<file path="src/sv/chtb_pkg.sv">
// Package for the coalesced hash table builder: request, result and table entry types,
// command and status codes, and default sizes. Used by every module of the block.
`default_nettype none

package chtb_pkg;

  localparam int MAX_SLOTS_DEF = 4096;
  localparam logic [3:0] SIZE_LOG2_RESET = 4'd12;

  localparam logic [1:0] CMD_PLACE = 2'd0;
  localparam logic [1:0] CMD_CHAIN = 2'd1;
  localparam logic [1:0] CMD_READ  = 2'd2;
  localparam logic [1:0] CMD_CLEAR = 2'd3;

  localparam logic [2:0] ST_DONE     = 3'd0;
  localparam logic [2:0] ST_DEFERRED = 3'd1;
  localparam logic [2:0] ST_FULL     = 3'd2;
  localparam logic [2:0] ST_ZERO_OFF = 3'd3;
  localparam logic [2:0] ST_READ     = 3'd4;

  typedef struct packed {
    logic [1:0]  cmd;
    logic [31:0] hash;
    logic [31:0] string_offset;
    logic [15:0] class_index;
    logic [11:0] read_index;
  } req_t;

  typedef struct packed {
    logic [2:0]  status;
    logic [11:0] slot;
    logic [31:0] entry_offset;
    logic [15:0] entry_data;
    logic [11:0] entry_delta;
  } rsp_t;

  typedef struct packed {
    logic [31:0] offset;
    logic [15:0] data;
    logic [11:0] delta;
  } entry_t;

endpackage

`default_nettype wire

</file>
<file path="src/sv/chtb_ctrl.sv">
// Sequencer of the hash table builder: places, chains, reads and clears entries through
// the table memory one slot per cycle. Depends on chtb_pkg.
`default_nettype none

module chtb_ctrl #(
  parameter int DEPTH = chtb_pkg::MAX_SLOTS_DEF,
  parameter int AW    = 12
) (
  input  wire logic             clk,
  input  wire logic             rst,
  input  wire logic             start,
  output logic                  busy,
  input  wire chtb_pkg::req_t   req,
  input  wire logic [4:0]       lg_eff,
  output logic                  done,
  output chtb_pkg::rsp_t        rsp,
  output logic                  mem_we,
  output logic [AW-1:0]         mem_waddr,
  output chtb_pkg::entry_t      mem_wdata,
  output logic [AW-1:0]         mem_raddr,
  input  wire chtb_pkg::entry_t mem_rdata
);

  typedef enum logic [6:0] {
    S_IDLE  = 7'b0000001,
    S_CLEAR = 7'b0000010,
    S_READ  = 7'b0000100,
    S_HOME  = 7'b0001000,
    S_WALK  = 7'b0010000,
    S_PROBE = 7'b0100000,
    S_LINK  = 7'b1000000
  } state_t;

  localparam logic [AW-1:0] LAST = AW'(DEPTH - 1);

  state_t           state, state_next;
  logic [AW-1:0]    cur, cur_next;
  logic [AW:0]      steps, steps_next;
  logic [AW:0]      idx, idx_next;
  logic [1:0]       cmd_q;
  logic [31:0]      off_q;
  logic [15:0]      data_q;
  logic [AW-1:0]    home_q;
  logic [AW-1:0]    end_pos;
  chtb_pkg::entry_t end_word;
  logic             clr_report;
  logic             emit;
  chtb_pkg::rsp_t   rsp_next;
  logic             walk_more;

  logic [AW-1:0]    mask;
  logic [AW:0]      size;
  logic [AW-1:0]    home_in;
  logic [15:0]      data_in;
  logic             accept;

  assign mask    = ~({AW{1'b1}} << lg_eff);
  assign size    = {1'b0, mask} + {{AW{1'b0}}, 1'b1};
  assign home_in = AW'(req.hash) & mask;
  assign data_in = (req.hash[15:0] & (16'hFFFF << lg_eff)) | req.class_index;
  assign accept  = start && (state == S_IDLE);
  assign busy    = (state != S_IDLE);

  assign walk_more = (mem_rdata.delta != 12'd0) && (steps < size);
  assign mem_raddr = cur_next;

  always_comb begin
    state_next = state;
    cur_next   = cur;
    steps_next = steps;
    idx_next   = idx;
    mem_we     = 1'b0;
    mem_waddr  = cur;
    mem_wdata  = '0;
    emit       = 1'b0;
    rsp_next   = '0;
    unique case (state)
      S_IDLE: begin
        if (start) begin
          unique case (req.cmd)
            chtb_pkg::CMD_CLEAR: begin
              cur_next   = '0;
              state_next = S_CLEAR;
            end
            chtb_pkg::CMD_READ: begin
              cur_next   = AW'(req.read_index) & mask;
              state_next = S_READ;
            end
            chtb_pkg::CMD_PLACE, chtb_pkg::CMD_CHAIN: begin
              if (req.string_offset == 32'd0) begin
                emit            = 1'b1;
                rsp_next.status = chtb_pkg::ST_ZERO_OFF;
              end else begin
                cur_next   = home_in;
                state_next = S_HOME;
              end
            end
          endcase
        end
      end
      S_CLEAR: begin
        mem_we = 1'b1;
        if (cur == LAST) begin
          state_next = S_IDLE;
          emit       = clr_report;
        end else begin
          cur_next = cur + {{(AW-1){1'b0}}, 1'b1};
        end
      end
      S_READ: begin
        emit                  = 1'b1;
        rsp_next.status       = chtb_pkg::ST_READ;
        rsp_next.slot         = 12'(cur);
        rsp_next.entry_offset = mem_rdata.offset;
        rsp_next.entry_data   = mem_rdata.data;
        rsp_next.entry_delta  = mem_rdata.delta;
        state_next            = S_IDLE;
      end
      S_HOME: begin
        if (mem_rdata.offset == 32'd0) begin
          mem_we           = 1'b1;
          mem_wdata.offset = off_q;
          mem_wdata.data   = data_q;
          emit             = 1'b1;
          rsp_next.status  = chtb_pkg::ST_DONE;
          rsp_next.slot    = 12'(cur);
          state_next       = S_IDLE;
        end else if (cmd_q == chtb_pkg::CMD_PLACE) begin
          emit            = 1'b1;
          rsp_next.status = chtb_pkg::ST_DEFERRED;
          rsp_next.slot   = 12'(cur);
          state_next      = S_IDLE;
        end else begin
          steps_next = '0;
          state_next = S_WALK;
        end
      end
      S_WALK: begin
        // The step count bounds the walk so that a looped chain still ends.
        if (walk_more) begin
          cur_next   = (cur + AW'(mem_rdata.delta)) & mask;
          steps_next = steps + {{AW{1'b0}}, 1'b1};
        end else begin
          cur_next   = (cur + {{(AW-1){1'b0}}, 1'b1}) & mask;
          idx_next   = {{AW{1'b0}}, 1'b1};
          state_next = S_PROBE;
        end
      end
      S_PROBE: begin
        if (mem_rdata.offset == 32'd0) begin
          mem_we           = 1'b1;
          mem_wdata.offset = off_q;
          mem_wdata.data   = data_q;
          state_next       = S_LINK;
        end else if ((idx + {{AW{1'b0}}, 1'b1}) < size) begin
          idx_next = idx + {{AW{1'b0}}, 1'b1};
          cur_next = (cur + {{(AW-1){1'b0}}, 1'b1}) & mask;
        end else begin
          emit            = 1'b1;
          rsp_next.status = chtb_pkg::ST_FULL;
          rsp_next.slot   = 12'(home_q);
          state_next      = S_IDLE;
        end
      end
      S_LINK: begin
        // The old chain end keeps its contents and gains the link to the new slot.
        mem_we           = 1'b1;
        mem_waddr        = end_pos;
        mem_wdata.offset = end_word.offset;
        mem_wdata.data   = end_word.data;
        mem_wdata.delta  = 12'((cur - end_pos) & mask);
        emit             = 1'b1;
        rsp_next.status  = chtb_pkg::ST_DONE;
        rsp_next.slot    = 12'(cur);
        state_next       = S_IDLE;
      end
      default: begin
        state_next = S_IDLE;
      end
    endcase
  end

  always_ff @(posedge clk) begin
    if (rst) begin
      state      <= S_CLEAR;
      cur        <= '0;
      clr_report <= 1'b0;
      done       <= 1'b0;
    end else begin
      state <= state_next;
      cur   <= cur_next;
      done  <= emit;
      if (accept) begin
        clr_report <= (req.cmd == chtb_pkg::CMD_CLEAR);
      end
    end
  end

  always_ff @(posedge clk) begin
    steps <= steps_next;
    idx   <= idx_next;
    if (emit) begin
      rsp <= rsp_next;
    end
    if (accept) begin
      cmd_q  <= req.cmd;
      off_q  <= req.string_offset;
      data_q <= data_in;
      home_q <= home_in;
    end
    if ((state == S_WALK) && !walk_more) begin
      end_pos  <= cur;
      end_word <= mem_rdata;
    end
  end

endmodule

`default_nettype wire

</file>
<file path="config.mk">
export PLATFORM = sky130hd
export DESIGN_NAME = chtb_ctrl
export DESIGN_NICKNAME = d
export VERILOG_FILES = /design/src/sv/chtb_pkg.sv /design/src/sv/chtb_ctrl.sv
export SDC_FILE = /design/constraint.sdc
export NUM_CORES = 1
export LEC_CHECK = 0
export BUFFER_PORTS_ARGS = -buffer_cell sky130_fd_sc_hd__clkbuf_2
export CORE_ASPECT_RATIO = 0.7
export CORE_MARGIN = 2
export CORE_UTILIZATION = 42
export DETAILED_ROUTE_END_ITERATION = 16
export PLACE_DENSITY = 0.76
export SLEW_MARGIN = 20
export SYNTH_ARGS = -nofsm -noshare
export SYNTH_HDL_FRONTEND = slang
export SYNTH_SLANG_ARGS = --single-unit
</file>
<file path="constraint.sdc">
create_clock -name clk -period 7.2 [get_ports clk]
set_input_delay 0.72 -clock clk [delete_from_list [all_inputs] [get_ports clk]]
set_output_delay 0.72 -clock clk [all_outputs]
set_load 0.005 [all_outputs]
</file>
==> flow_summary.ini, run 1 <==
[cts]
clk_path_buf_depth = 3
clkSinkCount = 244
tritoncts = done
worst_skew_pair.late_latency_ns = 0.55
cts-hold-fix-buffers = 0
cts_setup_buffers = 0
postCtsResizedCells = 0
cts_max_level = 1
clk_pin_slew_ns = 0.06
root_buffer = sky130_fd_sc_hd__clkbuf_16
num_cts_buffers = 25

[critical_path]
crit_fanout = 20
timing.critical_path.from_type = input port
worstPathArrival_ns = 5.78
timing.critical_path.from = lg_eff[4]
crit_buf_inv = 3
worst_r2r_startpoint = idx[2]
worst_ep_required_time_ns = 6.48
critical_path.max_stage_delay_ns = 0.62
worst_path_max_delay_cell = sky130_fd_sc_hd__or3_1
category_of_the_critical_setup_timing_path = in2out
crit_path_capture_type = primary output
cell_by_cell_listing_of_the_critical_path = clkbuf_2 > or3_1 > nor2_1 > inv_1 > ha_1 > nand2_1 > xor2_1 > ha_1 > or3_1 > o221ai_1 > o2111ai_1 > nand4_1 > a2111o_1 > nand2_1 > a21oi_1 > o31a_1 > nor2_1 > clkbuf_2
crit_family = simple AND/OR/NAND/NOR gates

[logic_synthesis]
yosysTopAreaCellShare_pct = 51.57
cell_type_with_the_largest_total_area_after_synthesis = sky130_fd_sc_hd__edfxtp_1
ys_top_cells_by_area = sky130_fd_sc_hd__edfxtp_1 (52%), sky130_fd_sc_hd__ha_1 (4.0%), sky130_fd_sc_hd__a22o_1 (3.9%), sky130_fd_sc_hd__and2_1 (3.8%), sky130_fd_sc_hd__dfxtp_1 (3.2%)
yosysWarnings = 0
dominantRegCellSynth = sky130_fd_sc_hd__edfxtp_1
synth_fp_nets = 1365
synth-seq-cells = 244
synth.avg_cell_area_um2 = 11.20
post_synth_edffs = 223
post_synth_num_cell_types = 80
synth.yosys.seq_area_share_pct = 54.81
post_synth_instance_area_um2 = 12980
netlist_instances = 1159
async_reset_ff_share_pct = 0

[grt]
first_global_vias = 10396
first_pass_grt_wire_length_um = 62650
grt-ovfl-total = 0
grt_antenna_before_repair = 5
gr-usage-all-layers_pct = 25.31
largest_net_degree_at_the_start_of_global_routing = 63

[sta]
worst_case_hold_slack_ns = 0.3610
timing.max_slew.rel_slack_pct = 28.29
final_min_period_over_clock_period_pct = 90.34
clock_skew_ns = 0.02092
fmax_mhz = 153.7
worst_slack_ns = 0.6959
final_setup_viols = 0
final-hold-violation-count = 0
min_period_ns = 6.504
rsz0062_at_grt = false
tns_ns = 0
max_slew.worst_pin.slew_ns = 1.072
slew_viol_final = 0

[placement]
pre_cts_ws_ns = 0.8431
gp_weighted_congestion = 0.9394
port_buffers = 307
place_hpwl_um = 31000

[detailed_routing]
detail_route.iter0.violations = 1168
routed_wire_length_per_instance_um = 22.46
via_count = 10987
ant_nets = 0
drt-vias-per-instance = 5.838
totalWireLength_um = 42270
post-route-drc-count = 0
detailedRoute.firstPassIterationCount = 7

[power]
irDropWorstVdd_v = 0.0001798
power.static_leakage_nw = 6.090
cellPowerDensity_nw_per_um2 = 212.9

[status]
status = completed

[floorplan]
initial_util_pct = 42.94
fp-row-count = 53
design.die.area_um2 = 32360
io_pins = 324
chipHeight_um = 151.1
die_width_um = 214.2
core-area_um2 = 30240

[final_layout]
synthToLayoutAreaGrowth_pct = 21.63
fin_nets = 1656
final_layout_size_suffix_gt1_share_pct = 27.18

[worst_hold_path]
hold_path.class = in2reg
hold_wc_startpoint = mem_rdata[16]

[job]
maxCapViolCount = 0
synthesized netlist by cell type (3+ instances only):
library cell	instances
sky130_fd_sc_hd__nand4_1	13
sky130_fd_sc_hd__nand2b_1	8
sky130_fd_sc_hd__o21a_1	7
sky130_fd_sc_hd__or4_1	5
sky130_fd_sc_hd__inv_1	36
sky130_fd_sc_hd__nor3b_1	6
sky130_fd_sc_hd__ha_1	42
sky130_fd_sc_hd__nand3_1	39
sky130_fd_sc_hd__or3_1	10
sky130_fd_sc_hd__dfxtp_1	21
sky130_fd_sc_hd__o21bai_1	4
sky130_fd_sc_hd__a31oi_1	9
sky130_fd_sc_hd__and3_1	18
sky130_fd_sc_hd__a22o_1	58
sky130_fd_sc_hd__o221ai_1	4
sky130_fd_sc_hd__mux2i_1	16
sky130_fd_sc_hd__a211oi_1	3
sky130_fd_sc_hd__edfxtp_1	223
sky130_fd_sc_hd__o2111ai_1	3
sky130_fd_sc_hd__nor4b_1	3
sky130_fd_sc_hd__o211ai_1	8
sky130_fd_sc_hd__o311a_1	3
sky130_fd_sc_hd__nor3_1	28
sky130_fd_sc_hd__o21ai_0	65
sky130_fd_sc_hd__buf_2	9
sky130_fd_sc_hd__a31o_2	8
sky130_fd_sc_hd__nor2_1	67
sky130_fd_sc_hd__and2_1	79
sky130_fd_sc_hd__nor4_1	27
sky130_fd_sc_hd__nor2b_1	16
sky130_fd_sc_hd__a22oi_1	3
sky130_fd_sc_hd__xnor2_1	32
sky130_fd_sc_hd__a21oi_1	51
sky130_fd_sc_hd__buf_1	8
sky130_fd_sc_hd__a21o_1	20
sky130_fd_sc_hd__nand2_1	79
sky130_fd_sc_hd__clkbuf_1	48
sky130_fd_sc_hd__nand4b_1	6
sky130_fd_sc_hd__xor2_1	19
power by group:
group | internal, W | switching [W]
combinational | 0.000202 | 0.000282
clock | 0.000714 | 0.000563
sequential | 0.00155 | 0.0000489
total | 0.00247 | 0.000894
layer usage:
layer | vias up | GRT usage [%] | wire (um)
li1 | 4982 | - | -
met1 | 5317 | 36.82 | 18460
met2 | 595 | 38.08 | 18370
met3 | 89 | 5.542 | 4221
met4 | 4 | 7.083 | 1203
met5 | - | 0 | 25
stage by stage:
step | cell area (um^2) | instances | util, % | total power (W)
after floorplan | 12990 | 1159 | - | 0.001904
after global placement | 15000 | 1835 | 49.62 | 0.002089
after detailed placement | 15000 | 1835 | 49.62 | 0.002099
after CTS | 15790 | 1880 | 52.20 | 0.003371
after global routing | 15790 | 1882 | 52.23 | 0.003478
final | 15790 | 1882 | 52.23 | 0.003362
layout make-up:
class	instances	area, um^2
clock buffers	31	648.1
diodes	2	5.005
inverters	36	136.4
well taps	412	515.5
multi-input cells	811	5489
repair buffers	332	1749
clock inverters	14	133.9
flip-flops and latches	244	7117
fillers	2703	14450
final timing paths:
| check | end | slack (ns) | cells after the start |
|---|---|---|---|
| worst max register to register | rsp[27] | 2.53 | 13 |
| worst min register to register | clr_report | 0.47 | 2 |
| worst max-delay path | mem_raddr[1] | 0.70 | 18 |
| worst min-delay path | end_word[16] | 0.36 | 1 |
cells in the final DEF (no fill, tap or decap), types with 5 or more instances in the layout:
master	n
sky130_fd_sc_hd__a21o_1	20
sky130_fd_sc_hd__a21oi_1	51
sky130_fd_sc_hd__a22o_1	58
sky130_fd_sc_hd__a31o_2	8
sky130_fd_sc_hd__a31oi_1	9
sky130_fd_sc_hd__and2_1	79
sky130_fd_sc_hd__and3_1	16
sky130_fd_sc_hd__buf_4	23
sky130_fd_sc_hd__clkbuf_1	6
sky130_fd_sc_hd__clkbuf_16	25
sky130_fd_sc_hd__clkbuf_2	307
sky130_fd_sc_hd__clkinv_1	6
sky130_fd_sc_hd__dfxtp_1	21
sky130_fd_sc_hd__edfxtp_1	223
sky130_fd_sc_hd__ha_1	42
sky130_fd_sc_hd__inv_1	34
sky130_fd_sc_hd__mux2i_1	16
sky130_fd_sc_hd__nand2_1	79
sky130_fd_sc_hd__nand2b_1	8
sky130_fd_sc_hd__nand3_1	38
sky130_fd_sc_hd__nand4_1	13
sky130_fd_sc_hd__nand4b_1	6
sky130_fd_sc_hd__nor2_1	66
sky130_fd_sc_hd__nor2b_1	16
sky130_fd_sc_hd__nor3_1	28
sky130_fd_sc_hd__nor3b_1	6
sky130_fd_sc_hd__nor4_1	27
sky130_fd_sc_hd__o211ai_1	8
sky130_fd_sc_hd__o21a_1	7
sky130_fd_sc_hd__o21ai_0	65
sky130_fd_sc_hd__or3_1	10
sky130_fd_sc_hd__or4_1	5
sky130_fd_sc_hd__xnor2_1	32
sky130_fd_sc_hd__xor2_1	19
cells by family after synthesis:
| logic type | after synthesis | share of synthesized area, % |
|---|---|---|
| AO/OA/AOI/OAI | 282 | 15.50 |
| XOR/XNOR | 51 | 3.440 |
| AND/OR/NAND/NOR | 414 | 17.06 |
| adder cells (fa/ha/maj) | 45 | 4.432 |
| multiplexers | 19 | 1.522 |
| buffers and inverters | 104 | 3.238 |
| flip-flops | 244 | 54.81 |
flip-flops by register name, summed over array words and instances (netlist names):
register    count
clr_report      1
cmd_q           2
cur            12
data_q         16
done            1
end_pos        12
end_word       48
home_q         12
idx            13
off_q          32
rsp            75
state           7
steps          13
Note: power is estimated with default switching activity, not from simulation.
==> run 2: changes to the inputs <==
--- a/config.mk
+++ b/config.mk
@@ -5,12 +5,13 @@
 export SDC_FILE = /design/constraint.sdc
 export NUM_CORES = 1
 export LEC_CHECK = 0
-export BUFFER_PORTS_ARGS = -buffer_cell sky130_fd_sc_hd__clkbuf_2
 export CORE_ASPECT_RATIO = 0.7
 export CORE_MARGIN = 2
-export CORE_UTILIZATION = 42
+export CORE_UTILIZATION = 40
+export CTS_BUF_LIST = sky130_fd_sc_hd__clkbuf_8
 export DETAILED_ROUTE_END_ITERATION = 16
-export PLACE_DENSITY = 0.76
+export DONT_BUFFER_PORTS = 1
+export PLACE_DENSITY = 0.64
 export SLEW_MARGIN = 20
 export SYNTH_ARGS = -nofsm -noshare
 export SYNTH_HDL_FRONTEND = slang
==> run 2 against run 1 <==
Effect of this change:
- fmax grew 4.0%
- non-clock buffer count shrank 310
- sequential share of layout area grew 5.2 points
- via count shrank 11%
- first-iteration DRC count shrank 7.6%
- power shrank 5.9%
- routed wire length shrank 0.12%
==> flow_summary.ini, run 2 (synthesis results as in run 1) <==
[sta]
fmax_mhz = 159.8
slew_viol_final = 0
rsz0062_at_grt = false
max_slew.worst_pin.slew_ns = 1.153
min_period_ns = 6.256
final-hold-violation-count = 0
final_setup_viols = 0
clock_skew_ns = 0.03699
final_min_period_over_clock_period_pct = 86.89
timing.max_slew.rel_slack_pct = 22.88
tns_ns = 0

[placement]
port_buffers = 0
gp_weighted_congestion = 0.9808
place_area_um2 = 13430
place_hpwl_um = 30330

[power]
power.clock.fraction_pct = 37.0
p_switching_w = 0.0008803
netSwitchingFraction_pct = 27.83
cellPowerDensity_nw_per_um2 = 223.2
power.static_leakage_nw = 4.816
irDropWorstVdd_v = 0.0001257
power_report.internal_total_w = 0.002283
share_seq_of_total_power_pct = 50.4
power.combinational.fraction_pct = 12.6

[cts]
cts_setup_buffers = 0
postCtsResizedCells = 0
tritoncts = done
worst_skew_pair.late_latency_ns = 0.58
num_cts_buffers = 41
root_buffer = sky130_fd_sc_hd__clkbuf_8
clk_path_buf_depth = 3
clk_pin_slew_ns = 0.06
clkSinkCount = 244
cts_max_level = 2
cts-hold-fix-buffers = 0

[critical_path]
worst_path_max_delay_cell = sky130_fd_sc_hd__or4_1
category_of_the_critical_setup_timing_path = in2out
worstPathArrival_ns = 5.54
cell_by_cell_listing_of_the_critical_path = or4_1 > nor2_1 > inv_1 > ha_1 > nand2_1 > xor2_1 > ha_1 > or3_1 > o221ai_1 > o2111ai_1 > nand4_1 > a2111o_1 > buf_4 > nand2_1 > o21ai_0 > o21ai_0 > nor2b_1
timing.critical_path.from_type = input port
worst_ep_required_time_ns = 6.48
crit_fanout = 20
critical_path.max_stage_delay_ns = 0.58
crit_buf_inv = 2
crit_path_capture_type = primary output
crit_family = simple AND/OR/NAND/NOR gates

[floorplan]
die_width_um = 219.4
initial_util_pct = 40.40
io_pins = 324
design.die.area_um2 = 33940
chipHeight_um = 154.7
core-area_um2 = 32140
fp-row-count = 55

[worst_hold_path]
hold_path.class = in2reg

[detailed_routing]
detail_route.iter0.violations = 1079
ant_nets = 0
via_count = 9790
routed_wire_length_per_instance_um = 26.24
totalWireLength_um = 42220
drt-vias-per-instance = 6.085
detailedRoute.firstPassIterationCount = 5
post-route-drc-count = 0

[grt]
first_global_vias = 9409
grt-ovfl-total = 0
first_pass_grt_wire_length_um = 61270
largest_net_degree_at_the_start_of_global_routing = 76
grt_antenna_before_repair = 0
gr-usage-all-layers_pct = 24.24

[final_layout]
finish.utilization_pct = 44.10
reg.largest.list = rsp (75), end_word (48), off_q (32)
layout_commonest_cell = sky130_fd_sc_hd__edfxtp_1
antenna_cells = 0
registers.top_by_ff_count = rsp
synthToLayoutAreaGrowth_pct = 9.144
fin_area_um2 = 14170
fin_nets = 1362
largest_register_ff_count = 75
mostFrequentLayoutCells = sky130_fd_sc_hd__edfxtp_1 (223), sky130_fd_sc_hd__nand2_1 (79), sky130_fd_sc_hd__and2_1 (79), sky130_fd_sc_hd__nor2_1 (66), sky130_fd_sc_hd__o21ai_0 (65)
final_layout_size_suffix_gt1_share_pct = 9.137

[job]
maxCapViolCount = 0

[status]
status = completed
## run 2: worst paths after layout
check	from	end	slack (ns)	depth (start not counted)
setup reg to reg	idx[3]	rsp[29]	2.78	14
setup / recovery	lg_eff[4]	mem_raddr[2]	0.94	17
hold / removal	rst	clr_report	0.21	1
hold reg to reg	clr_report	clr_report	0.45	2
## run 2: layout make-up
type | count | area (um^2)
Fill cell | 2956 | 17960
Sequential cell | 244 | 7117
Multi-Input combinational cell | 811 | 5485
Clock buffer | 41 | 564.3
Tap cell | 427 | 534.3
Timing Repair Buffer | 22 | 168.9
Clock inverter | 28 | 166.4
Inverter | 36 | 136.4
## run 2: power by group through the flow
stage | Sequential [W] | Combinational [W] | Clock (W)
global placement | 0.00162 | 0.000383 | 0
detailed placement | 0.00162 | 0.000388 | 0
CTS | 0.00159 | 0.000390 | 0.00120
floorplan | 0.00160 | 0.000306 | 0
global route | 0.00159 | 0.000434 | 0.00126
finish | 0.00159 | 0.000399 | 0.00117
## run 2: per-stage QoR
stage | std cells | hold slack (ns) | worst slack (ns) | total power, W
floorplan | 1159 | 0.4366 | 0.4432 | 0.001904
global placement | 1540 | 0.4373 | 0.9530 | 0.002003
detailed placement | 1540 | 0.4419 | 0.7780 | 0.002009
CTS | 1609 | 0.1705 | 1.128 | 0.003185
global route | 1609 | 0.1703 | 0.7846 | 0.003285
finish | 1609 | 0.2102 | 0.9437 | 0.003163
## run 2: worst register-to-register path, cell delays in order, from the launching register on
cell and delay [ns]:
sky130_fd_sc_hd__edfxtp_1 0.44, sky130_fd_sc_hd__nand4_1 0.28, sky130_fd_sc_hd__nor2_1 0.22, sky130_fd_sc_hd__nand2_1 0.09, sky130_fd_sc_hd__xnor2_1 0.14, sky130_fd_sc_hd__ha_1 0.31
sky130_fd_sc_hd__inv_1 0.04, sky130_fd_sc_hd__a31oi_1 0.19, sky130_fd_sc_hd__nand4_1 0.11, sky130_fd_sc_hd__a2111o_1 0.45, sky130_fd_sc_hd__nand2_1 0.21, sky130_fd_sc_hd__and2_1 0.52
sky130_fd_sc_hd__a21oi_1 0.21, sky130_fd_sc_hd__nand3_4 0.16, sky130_fd_sc_hd__buf_6 0.59
## run 2: layer usage
layer | wire [um] | global-route usage (%) | part of all wire (%)
met1 | 19080 | 35.31 | 45
met2 | 17650 | 34.41 | 42
met3 | 4661 | 8.240 | 11
met4 | 828 | 5.824 | 2.0
met5 | 0 | 0 | 0
==> run 3: changes to the inputs <==
--- a/config.mk
+++ b/config.mk
@@ -12,6 +12,7 @@
 export DETAILED_ROUTE_END_ITERATION = 16
 export DONT_BUFFER_PORTS = 1
 export PLACE_DENSITY = 0.64
+export RECOVER_POWER = 25
 export SLEW_MARGIN = 20
 export SYNTH_ARGS = -nofsm -noshare
 export SYNTH_HDL_FRONTEND = slang
==> run 3 against run 2 <==
Effect of this change:
- design area shrank 0.30%
- highest routed layer unchanged
- core utilization shrank 0.13 points
- cell count is the same
- combinational power is essentially flat
==> flow_summary.ini, run 3 (synthesis results as in run 1) <==
[job]
maxCapViolCount = 0

[floorplan]
initial_util_pct = 40.40
core-area_um2 = 32140
design.die.area_um2 = 33940
fp-row-count = 55
io_pins = 324
chipHeight_um = 154.7
die_width_um = 219.4

[critical_path]
crit_family = simple AND/OR/NAND/NOR gates
category_of_the_critical_setup_timing_path = in2out
timing.critical_path.from = lg_eff[4]
worstPathArrival_ns = 5.57
critical_path.max_stage_delay_ns = 0.58
regToRegEndpoint = rsp[29]
timing.critical_path.from_type = input port
cell_by_cell_listing_of_the_critical_path = or4_1 > nor2_1 > inv_1 > ha_1 > nand2_1 > xor2_1 > ha_1 > or3_1 > o221ai_1 > o2111ai_1 > nand4_1 > a2111o_1 > buf_4 > nand2_1 > o21ai_0 > o21ai_0 > nor2b_1
worst-path-stages = 17
worst_r2r_startpoint = idx[0]
crit_path_capture_type = primary output
timing.reg2reg.worst_path_depth = 15
crit_buf_inv = 2
worst_path_max_delay_cell = sky130_fd_sc_hd__or4_1
crit_fanout = 20
worst_ep_required_time_ns = 6.48
r2r_slack_ns = 2.76
worst_setup_path_endpoint = mem_raddr[2]

[grt]
grt_antenna_before_repair = 0
gr-usage-all-layers_pct = 24.24
first_pass_grt_wire_length_um = 61270
largest_net_degree_at_the_start_of_global_routing = 76
first_global_vias = 9409
grt-ovfl-total = 0

[placement]
place_area_um2 = 13430
pre_cts_ws_ns = 0.7780
gp_weighted_congestion = 0.9808
port_buffers = 0
place_hpwl_um = 30330

[final_layout]
antenna_cells = 0
multi_input_area_um2 = 5480
reg.largest.list = rsp (75), end_word (48), off_q (32)
filler_cell_count = 2963
largest_register_ff_count = 75
fin_nets = 1362
synthToLayoutAreaGrowth_pct = 8.817
mostFrequentLayoutCells = sky130_fd_sc_hd__edfxtp_1 (223), sky130_fd_sc_hd__nand2_1 (79), sky130_fd_sc_hd__and2_1 (74), sky130_fd_sc_hd__nor2_1 (66), sky130_fd_sc_hd__o21ai_0 (65)
final_layout_size_suffix_gt1_share_pct = 8.206
fin_area_um2 = 14130
registers.top_by_ff_count = rsp
layout.area.seq_um2 = 7117
layout_commonest_cell = sky130_fd_sc_hd__edfxtp_1

[cts]
num_cts_buffers = 41
cts_setup_buffers = 0
cts_max_level = 2
worst_skew_pair.late_latency_ns = 0.58
root_buffer = sky130_fd_sc_hd__clkbuf_8
tritoncts = done
clkSinkCount = 244
cts-hold-fix-buffers = 0
clk_path_buf_depth = 3
clk_pin_slew_ns = 0.07
postCtsResizedCells = 0

[sta]
worst_slack_ns = 0.9087
slew_viol_final = 0
max_slew.worst_pin.slew_ns = 1.166
rsz0062_at_grt = false
fmax_mhz = 159.0
final-hold-violation-count = 0
final_min_period_over_clock_period_pct = 87.38
final_setup_viols = 0
min_period_ns = 6.291
clock_skew_ns = 0.03398
timing.max_slew.rel_slack_pct = 22.27
tns_ns = 0

[worst_hold_path]
hold_path.class = in2reg

[detailed_routing]
detail_route.iter0.violations = 1100
drt-vias-per-instance = 6.109
routed_wire_length_per_instance_um = 26.27
ant_nets = 0
detailedRoute.firstPassIterationCount = 6
via_count = 9830
post-route-drc-count = 0
totalWireLength_um = 42270

[status]
status = completed

[power]
cellPowerDensity_nw_per_um2 = 223.8
irDropWorstVdd_v = 0.0001256
power.static_leakage_nw = 4.772
-- run 3: worst reg2reg max path: stages (launching register included) --
cell and delay (ns):
sky130_fd_sc_hd__edfxtp_1 0.41, sky130_fd_sc_hd__ha_1 0.23, sky130_fd_sc_hd__nand2_1 0.13, sky130_fd_sc_hd__nor2_1 0.17
sky130_fd_sc_hd__nand2_1 0.09, sky130_fd_sc_hd__xnor2_1 0.14, sky130_fd_sc_hd__ha_1 0.31, sky130_fd_sc_hd__inv_1 0.04
sky130_fd_sc_hd__a31oi_1 0.19, sky130_fd_sc_hd__nand4_1 0.12, sky130_fd_sc_hd__a2111o_1 0.45, sky130_fd_sc_hd__nand2_1 0.21
sky130_fd_sc_hd__and2_1 0.51, sky130_fd_sc_hd__a21oi_1 0.21, sky130_fd_sc_hd__nand3_4 0.16, sky130_fd_sc_hd__buf_6 0.59
-- run 3: per-stage QoR --
| step | util [%] | std cells | total power, W | hold WS [ns] |
|---|---|---|---|---|
| final | 43.97 | 1609 | 0.003162 | 0.2194 |
| after global routing | 43.97 | 1609 | 0.003282 | 0.1703 |
| after floorplan | - | 1159 | 0.001904 | 0.4366 |
| after detailed placement | 41.79 | 1540 | 0.002009 | 0.4419 |
| after global placement | 41.79 | 1540 | 0.002003 | 0.4373 |
| after CTS | 44.06 | 1609 | 0.003185 | 0.1705 |
-- run 3: per-layer routing --
layer	up-vias	GRT usage (%)	share of wire, %	wire length (um)
met4	0	5.824	2.1	891
met1	4803	35.31	45	18840
li1	4389	-	-	-
met2	561	34.41	42	17550
met3	77	8.240	12	4985
met5	-	0	0	0
-- run 3: layout make-up --
class / instances / area share (%)
Sequential cell: 244 / 50.37
Multi-Input combinational cell: 811 / 38.79
Clock buffer: 41 / 3.994
Tap cell: 427 / 3.781
Clock inverter: 28 / 1.178
Inverter: 36 / 0.9652
Timing Repair Buffer: 22 / 0.9298
-- run 3: how the worst min path moves through the flow --
| stage | cells past startpoint | endpoint | slack, ns | startpoint |
|---|---|---|---|---|
| floorplan | 2 | clr_report | 0.44 | clr_report |
| CTS | 1 | state[0] | 0.17 | rst |
| global route | 1 | state[0] | 0.17 | rst |
| global placement | 2 | clr_report | 0.44 | clr_report |
| finish | 1 | cur[7] | 0.22 | rst |
| detailed placement | 2 | clr_report | 0.44 | clr_report |
-- run 3: power by group --
group / internal (W) / switching [W] / total (W)
clock: 0.000573 / 0.000600 / 0.00117
combinational: 0.000154 / 0.000242 / 0.000396
sequential: 0.00155 / 0.0000397 / 0.00159
